===== src/design/kwm_pkg.sv =====
// Shared codes and control types for the k-way merge winner tree.
package kwm_pkg;

  localparam logic FUNC_LOAD = 1'b0;
  localparam logic FUNC_POP  = 1'b1;

  localparam logic [1:0] ST_OK      = 2'd0;
  localparam logic [1:0] ST_FULL    = 2'd1;
  localparam logic [1:0] ST_BAD_RUN = 2'd2;
  localparam logic [1:0] ST_EMPTY   = 2'd3;

  typedef struct packed {
    logic is_pop;
    logic bad_run;
  } kwm_ctrl_t;

endpackage


===== src/design/kwm_front.sv =====
// Front end: accepts transactions, classifies them and queues them for the back end.
module kwm_front import kwm_pkg::*; #(
  parameter int MAX_RUNS    = 16,
  parameter int VALUE_WIDTH = 32,
  localparam int RW = $clog2(MAX_RUNS),
  localparam int CW = $clog2(MAX_RUNS + 1)
) (
  input  logic                   clk_i,
  input  logic                   rst_ni,
  input  logic [CW-1:0]          k_i,
  input  logic                   in_valid_i,
  output logic                   in_ready_o,
  input  logic                   func_i,
  input  logic [RW-1:0]          run_index_i,
  input  logic [VALUE_WIDTH-1:0] value_i,
  output logic                   q_valid_o,
  input  logic                   q_ready_i,
  output kwm_ctrl_t              q_ctrl_o,
  output logic [RW-1:0]          q_run_o,
  output logic [VALUE_WIDTH-1:0] q_value_o
);

  kwm_ctrl_t              ctrl_q  [2];
  logic [RW-1:0]          run_q   [2];
  logic [VALUE_WIDTH-1:0] value_q [2];
  logic                   wr_ptr_q, rd_ptr_q;
  logic [1:0]             count_q;
  logic                   push, pop;
  kwm_ctrl_t              ctrl_in;

  assign in_ready_o = (count_q != 2'd2);
  assign push       = in_valid_i && in_ready_o;
  assign q_valid_o  = (count_q != 2'd0);
  assign pop        = q_valid_o && q_ready_i;

  always_comb begin
    ctrl_in.is_pop  = (func_i == FUNC_POP);
    ctrl_in.bad_run = (func_i == FUNC_LOAD) && ({1'b0, run_index_i} >= (RW+1)'(k_i));
  end

  always_ff @(posedge clk_i or negedge rst_ni) begin
    if (!rst_ni) begin
      wr_ptr_q <= 1'b0;
      rd_ptr_q <= 1'b0;
      count_q  <= 2'd0;
    end else begin
      if (push) wr_ptr_q <= ~wr_ptr_q;
      if (pop)  rd_ptr_q <= ~rd_ptr_q;
      if (push && !pop)      count_q <= count_q + 2'd1;
      else if (pop && !push) count_q <= count_q - 2'd1;
    end
  end

  always_ff @(posedge clk_i) begin
    if (push) begin
      ctrl_q[wr_ptr_q]  <= ctrl_in;
      run_q[wr_ptr_q]   <= run_index_i;
      value_q[wr_ptr_q] <= value_i;
    end
  end

  assign q_ctrl_o  = ctrl_q[rd_ptr_q];
  assign q_run_o   = run_q[rd_ptr_q];
  assign q_value_o = value_q[rd_ptr_q];

endmodule


===== config.mk =====
export PLATFORM = sky130hd
export DESIGN_NAME = kwm_front
export DESIGN_NICKNAME = d
export VERILOG_FILES = /design/src/design/kwm_pkg.sv /design/src/design/kwm_front.sv
export SDC_FILE = /design/constraint.sdc
export NUM_CORES = 1
export LEC_CHECK = 0
export BUFFER_PORTS_ARGS = -buffer_cell sky130_fd_sc_hd__buf_2
export CAP_MARGIN = 20
export CORE_UTILIZATION = 40
export CTS_BUF_LIST = sky130_fd_sc_hd__clkbuf_8 sky130_fd_sc_hd__clkbuf_16
export DETAILED_ROUTE_END_ITERATION = 6
export RECOVER_POWER = 100
export SYNTH_ARGS = -nofsm -noshare
export SYNTH_HDL_FRONTEND = slang
export SYNTH_SLANG_ARGS = --single-unit

===== constraint.sdc =====
create_clock -name clk_i -period 3.4 [get_ports clk_i]
set_input_delay 0.68 -clock clk_i [delete_from_list [all_inputs] [get_ports clk_i]]
set_output_delay 0.68 -clock clk_i [all_outputs]
set_load 0.005 [all_outputs]

After elaboration in Yosys (flattened, before gate mapping):

Memory sizes are Yosys's and may differ from the RTL's.
Cells that the tools add are included.

* output and inout port bits: 40
* memories kept: 3
* memory bits (writable): 76
* logic and storage cells: 26
* register bits: 4
* input port bits: 46

* reductions and logical operators: 9
* bitwise logic cells: 3
* magnitude comparators: 1
* multiplexer cells: 4
* eq/ne operators: 1
* $add $sub $neg: 2

Memories
* value_q: words 2, width 32, rd ports 1, clocked after memory_dff 0, write ports 1, line kwm_front.sv:25 `logic [VALUE_WIDTH-1:0] value_q [2];`
* run_q: words 2, width 4, rd ports 1, clocked after memory_dff 0, write ports 1, line kwm_front.sv:24 `logic [RW-1:0] run_q [2];`
* ctrl_q: words 2, width 2, rd ports 1, clocked after memory_dff 0, write ports 1, line kwm_front.sv:23 `kwm_ctrl_t ctrl_q [2];`

Operators with widths (number)
* 4-bit by 5-bit >= comparator with 1-bit output: 1
* 1-bit logical AND: 5
* 2-bit two-way mux: 2
* 2-bit nonzero test: 2
* 1-bit NOT: 3
* 2-bit by 1-bit adder with 2-bit output, second input constant: 1
* 1-bit logical NOT: 2
* 1-bit two-way mux: 2
* 2-bit != test, second input constant: 1
* 2-bit by 1-bit subtractor with 2-bit output, second input constant: 1

Longest topological paths before layout:

Gate-level depths: netlist of run 1.

* depth after elaboration: 6
* mapped depth: 7
* depth with buffers taken out: 7

Least setup slack after synthesis of run 1:

No wires, ideal clock.

* kind: input to register
* start: input port in_valid_i
* end: memory ctrl_q[0][0] (netlist name) (enable)
* path buffers: 0
* stages: 2
* setup time: 0.433 ns
* arrival: 2.372 ns
* data required time: 2.967 ns
* path slack: 0.595 ns
* path through: nand2_1 -> nor2_1

* word-level cells in the longest chain between the ends: 3

Ends and longest elaborated chain
* start, declared: line kwm_front.sv:11 `input logic in_valid_i,`
* 1-bit logical AND: line kwm_front.sv:32 `assign push = in_valid_i && in_ready_o;`
* 1-bit two-way mux: line kwm_front.sv:55 `if (push) begin`
* 1-bit two-way mux (not written as such): line kwm_front.sv:56 `ctrl_q[wr_ptr_q] <= ctrl_in;`
* end, declared: line kwm_front.sv:23

No other way between the ends.

Worst setup path after layout of run 1:

* start: register count_q[0]
* end: memory value_q[0][23] (enable)

* word-level cells in the longest chain between the ends: 4

Ends and longest elaborated chain
* start, declared: line kwm_front.sv:27 `logic [1:0] count_q;`
* start signal, assigned: line kwm_front.sv:49 `if (push && !pop) count_q <= count_q + 2'd1;`
* start signal, assigned: line kwm_front.sv:50 `else if (pop && !push) count_q <= count_q - 2'd1;`
* 2-bit != test: line kwm_front.sv:31 `assign in_ready_o = (count_q != 2'd2);`
* 1-bit logical AND: line kwm_front.sv:32
* 1-bit two-way mux: line kwm_front.sv:55
* 1-bit two-way mux (not written as such): line kwm_front.sv:58 `value_q[wr_ptr_q] <= value_i;`
* end, declared: line kwm_front.sv:25

No other way between the ends.

==> results of run 1 <==
[kinds of logic (layout without fill, tap and decap cells)]
group,count (synthesis),count (layout),share of synthesized area (%)
buffers and inverters,9,110,1.95
and+or+nand+nor,10,10,1.54
DFF,80,80,77.2
adders and majority gates,5,5,2.03
muxes,38,38,15.1
xor gates and xnor gates,5,5,1.42
AOI/OAI and AO/OA,2,2,0.770
[synth_stat cells]
cell,number
buf_8,1
nor2_1,4
buf_6,1
and3_1,1
edfxtp_1,76
xnor2_1,3
dfrtp_1,4
nand2b_1,2
mux2_2,28
a2111oi_2,1
mux2_4,10
buf_4,2
nand2_1,2
ha_1,5
xor2_1,2
inv_1,5
or2_1,1
o221ai_1,1
[worst register-to-register path: cells and delay by family (launching register included)]
kind / cells / cell delay, ps
simple gates: 3 / 1330
buf+inv: 1 / 580
flops: 1 / 410
[final cells by class]
type	instances	area [um2]	area share [%]
clock buffers	12	165	4.39
inverters	5	18.8	0.499
repair buffers	89	399	10.6
clock inverters	4	67.6	1.79
multi-input cells	60	607	16.1
well taps	99	124	3.29
flip-flops and latches	80	2380	63.3
[registers in the layout, indices dropped and copies added, names as in the netlist]
register and count:
run_q 8, count_q 2, ctrl_q 4, value_q 64
rd_ptr_q 1, wr_ptr_q 1
[layout by cell type (no fill, tap or decap), drive strengths merged]
master   synthesis  routed
edfxtp          76      76
clkbuf           0      52
buf              4      49
mux2            38      38
inv              5       7
ha               5       5
nor2             4       4
dfrtp            4       4
xnor2            3       3
nand2b           2       2
nand2            2       2
xor2             2       2
bufinv           0       2
or2              1       1
o221ai           1       1
a2111oi          1       1
and3             1       1
[layer usage]
layer | global-route usage (%) | part of all wire, %
met2 | 21.5 | 50
met5 | 0 | 0
met1 | 15.0 | 43
met3 | 4.23 | 5.9
met4 | 6.15 | 0.89
[worst paths after layout]
check                                 from             end  slack [ps]  cells after the start
worst min-delay path                rst_ni        wr_ptr_q         180                      1
max in group asynchronous           rst_ni        rd_ptr_q        2990                      1
min in group clk_i              count_q[1]      count_q[1]         490                      1
worst max-delay path            count_q[0]  value_q[0][23]         720                      4
worst min register to register  count_q[1]      count_q[1]         490                      1
worst max register to register  count_q[0]  value_q[0][23]         720                      4
[power groups by stage]
stage / clock (mW) / combinational (mW) / sequential [mW]
after floorplan: 0 / 0.605 / 1.43
after global placement: 0 / 0.860 / 1.50
after detailed placement: 0 / 0.864 / 1.50
after CTS: 0.791 / 0.869 / 1.48
after global routing: 0.834 / 0.848 / 1.51
final: 0.774 / 0.760 / 1.48
[per-stage QoR]
step                utilization [%]  cell area, um2  hold WS [ps]  power, mW  worst slack [ps]
finish                         51.1            3760           181       3.01               721
detailed placement             49.3            3630           474       2.37              1140
CTS                            52.5            3870           129       3.14               774
global placement               49.3            3630           473       2.36              1150
floorplan                         -            3090           384       2.03               595
global route                   51.1            3760           175       3.19               434
==> results by group, run 1 <==
Drt
  – DR WL/cell: 14.1 um
  – DR pass1 iterations: 4
  – Total routed wirelength: 4920 um
  – Routed vias: 1587
  – Remaining DRCs: 0
  – Antenna Nets Post-Route: 0
  – Iteration-0 DRC Markers: 38
  – Routed vias/inst: 4.55

Yosys
  – Yosys top cell by area: edfxtp_1
  – Avg Synthesized Cell Area: 20.7 um2
  – YS warnings: 0
  – Register area share after synthesis: 77.2%
  – Synth top area share: 74.0%
  – Net Count, Synth: 200
  – Synthesized area: 0.00309 mm2
  – Number of synthesized register bits: 80
  – Synth top area cells: edfxtp_1, mux2_2, mux2_4, dfrtp_1, ha_1
  – Netlist cell types: 18
  – Mapped Cells: 149

Min path
  – Hold WC Path Type: in2async

Timing
  – Slew Viols, Final: 39
  – F_max: 0.373 GHz
  – Final Setup Violations: 0
  – Fin. Hold Viols: 0
  – Worst-margin pin slew: 1740 ps
  – Final worst path period share: 78.8%
  – RSZ-0062 raised after global routing: false
  – Final Critical Period: 2680 ps
  – Setup TNS: 0 ps
  – Skew final: 5.35 ps
  – Slew headroom: -15.9%

Floorplanning
  – Die Span Y: 89.8 um
  – Cell Rows: 31
  – Die area: 0.00807 mm2
  – Starting Density: 41.9%
  – Number of top-level pins: 86
  – Core area: 0.00737 mm2
  – Chip width: 89.8 um

Power
  – VDD IR max: 0.318 mV
  – Combinational power share: 25.2%
  – Standby leakage power: 1.39 nW
  – Switching Share: 26.2%
  – Clock Power Share: 25.7%
  – Power per cell area: 800 mW/mm2
  – Reg power frac: 49.0%
  – Psw: 0.787 mW
  – P_int: 2.22 mW

Worst setup path
  – CP Data Required Time: 3380 ps
  – Slowest-stage cell, CP: nor2_1
  – CP Capture Type: flop
  – Startpoint types: flop
  – CP bufs+invs: 1
  – Slowest Stage Delay on Critical Path: 1050 ps
  – Crit Path Category: reg2reg
  – Worst EP arrival: 2660 ps
  – CP delay by family, top: simple AND/OR/NAND/NOR gates
  – Crit-path cells: nand2b_1, nand2_1, nor2_1, clkbuf_2
  – Crit Path Max Fanout: 17

Global routing
  – Initial antenna violation count: 0
  – Tot GR Track Use: 12.9%
  – Grt total ovfl: 0
  – First-pass GRT wire length: 7910 um
  – Pin count of the biggest net entering global routing: 39
  – Vias in the first global route: 1656

Outcome
  – Failing checks: max-capacitance violations, max-slew violations
  – Outcome: finished, violations left

Clock network
  – Setup Buffers After CTS: 0
  – # resized after CTS: 0
  – Total CTS buffers: 9
  – Worst-Skew Late Latency: 330 ps
  – CTS tree: yes
  – CTS sink cnt: 80
  – CTS hold repair buffers: 0
  – Root Buffer: clkbuf_8
  – Max clock buf depth: 2
  – Max H-tree Level: 3
  – CTS clock-pin slew for the worst setup and hold paths: 70 ps

Place
  – # port buffers: 85
  – Inst Count DP: 333
  – RePlAce Congestion: 0.725
  – Placed wire-length estimate: 3310 um

Cells and area
  – Nets: 296
  – Non-filler cells, final: 349
  – Fillcell total: 657
  – # diodes: 0
  – Share of layout cells above drive strength 1: 38.0%
  – Area Overhead vs Synth: 22.0%

Run
  – Max_cap viols: 1
(Power assumes the default switching activity.)
==> inputs of run 2 (changes only) <==
Settings changed: PLACE_DENSITY set to 0.66.
Clock period 3.4 ns to 2.35 ns, I/O delays scaled along.
==> run 2 against run 1 <==
  * The run now ends clean
  * Critical path depth fell by 1
  * Sequential share of layout area is 0.60 points lower
  * Power up 47%
  * Critical path type is now reg2out
  * Critical endpoint is now q_value_o[23]
==> results by group, run 2 (synthesis gave the netlist of run 1 again) <==
Drt
  – Iteration-0 DRC Markers: 46
  – Routed vias: 1608
  – Antenna Nets Post-Route: 0
  – DR pass1 iterations: 4
  – Total routed wirelength: 5060 um
  – Remaining DRCs: 0
  – Routed vias/inst: 4.58
  – DR WL/cell: 14.4 um

Power
  – Power per cell area: 1160 mW/mm2
  – Final Power: 4.43 mW
  – Standby leakage power: 1.41 nW
  – VDD IR max: 0.547 mV

Global routing
  – Pin count of the biggest net entering global routing: 39
  – Tot GR Track Use: 13.6%
  – First-pass GRT wire length: 8200 um
  – Vias in the first global route: 1663
  – Initial antenna violation count: 0
  – Grt total ovfl: 0

Floorplanning
  – Die area: 0.00807 mm2
  – Core area: 0.00737 mm2
  – Starting Density: 41.9%
  – Cell Rows: 31
  – Chip width: 89.8 um
  – Die Span Y: 89.8 um
  – Number of top-level pins: 86

Worst setup path
  – Crit Path Category: reg2out
  – CP Data Required Time: 1880 ps
  – Crit Path Max Fanout: 10
  – Startpoint types: flop
  – Worst EP arrival: 1570 ps
  – CP Capture Type: output port
  – R2R Setup Slk: 440 ps

Cells and area
  – Max reg flops: 64
  – Multi-input gate area: 612 um2
  – # diodes: 0
  – Largest regs: value_q: 64 flops, run_q: 8 flops, ctrl_q: 4 flops
  – Area Overhead vs Synth: 23.2%
  – Nets: 298
  – Commonest non-fill, non-tap cell in the layout: edfxtp_1
  – Post-route cell area: 0.00380 mm2
  – Biggest register: value_q
  – Share of layout cells above drive strength 1: 39.3%
  – Core Util, Final: 51.6%
  – Fillcell total: 659
  – Most frequent cells in the layout: edfxtp_1, buf_2, clkbuf_1, mux2_2
  – Sequential standard cell area: 0.00238 mm2

Timing
  – Fin. Hold Viols: 0
  – RSZ-0062 raised after global routing: false
  – Final worst path period share: 86.9%
  – Slew Viols, Final: 0
  – Final Setup Violations: 0
  – Slew headroom: 31.2%
  – Setup TNS: 0 ps
  – F_max: 0.490 GHz
  – Worst-margin pin slew: 1030 ps
  – WHS: 316 ps
  – Final Critical Period: 2040 ps
  – Skew final: 6.49 ps

Clock network
  – Worst-Skew Late Latency: 340 ps
  – # resized after CTS: 0
  – Setup Buffers After CTS: 0
  – Total CTS buffers: 9
  – Root Buffer: clkbuf_8
  – CTS tree: yes
  – CTS sink cnt: 80
  – Max clock buf depth: 2
  – CTS clock-pin slew for the worst setup and hold paths: 80 ps
  – Max H-tree Level: 3

Outcome
  – Outcome: finished clean

Min path
  – Hold WC Path Type: in2reg

Run
  – Max_cap viols: 0

Place
  – RePlAce Congestion: 0.742
  – Placed wire-length estimate: 3440 um
  – Placed inst area: 0.00365 mm2
  – # port buffers: 85
==> run 2: cell types whose count changed in the layout (fill, tap and decap cells not counted), moves of 2 or more <==
cell      before  now
clkbuf_8      12    9
inv_1          7    9
clkbuf_1      39   35
buf_2         48   51
==> run 2: final cells by class <==
| type | count | area share, % |
|---|---|---|
| Multi-Input combinational cell | 60 | 16.1 |
| Clock inverter | 7 | 2.76 |
| Inverter | 5 | 0.494 |
| Clock buffer | 9 | 3.26 |
| Tap cell | 99 | 3.26 |
| Timing Repair Buffer | 91 | 11.4 |
| Sequential cell | 80 | 62.7 |
==> run 2: metal layers <==
layer	part of all wire [%]	wire (um)	vias to the layer above	global-route usage (%)
met4	0.79	40	0	3.69
li1	-	-	774	-
met2	47	2400	70	21.9
met3	8.5	428	5	6.68
met5	0	0	-	0
met1	43	2200	759	16.3
==> run 2: path summary, 6_finish.rpt <==
check                                  from              to  cells after the start
worst max-delay path               rd_ptr_q   q_value_o[23]                      3
worst min-delay path            value_i[23]  value_q[1][23]                      1
worst max register to register   count_q[0]  value_q[1][12]                      3
worst min register to register   count_q[1]      count_q[1]                      1
max in group asynchronous            rst_ni        rd_ptr_q                      2
min in group asynchronous            rst_ni      count_q[1]                      2
==> run 2: repair_timing <==
item | 4_1_cts | 5_1_grt
hold buffers | 1 | 0
setup endpoints to repair | 0 | 0
hold endpoints to repair | 4 | 0
==> run 2: power by group <==
part	internal, mW	switching [mW]	total (mW)
combinational	0.612	0.596	1.21
sequential	1.96	0.120	2.08
clock	0.691	0.444	1.13
total	3.27	1.16	4.43
==> run 2: per-stage QoR <==
step	setup WS [ps]	cells
2_1_floorplan	292	149
3_3_place_gp	665	334
3_5_place_dp	655	334
4_1_cts	265	351
5_1_grt	200	351
6_report	308	351
==> run 2: worst max-delay path: stages (launching register included) <==
cell and delay [ps]:
dfrtp_2 510, buf_4 240, mux2_2 360, buf_2 130
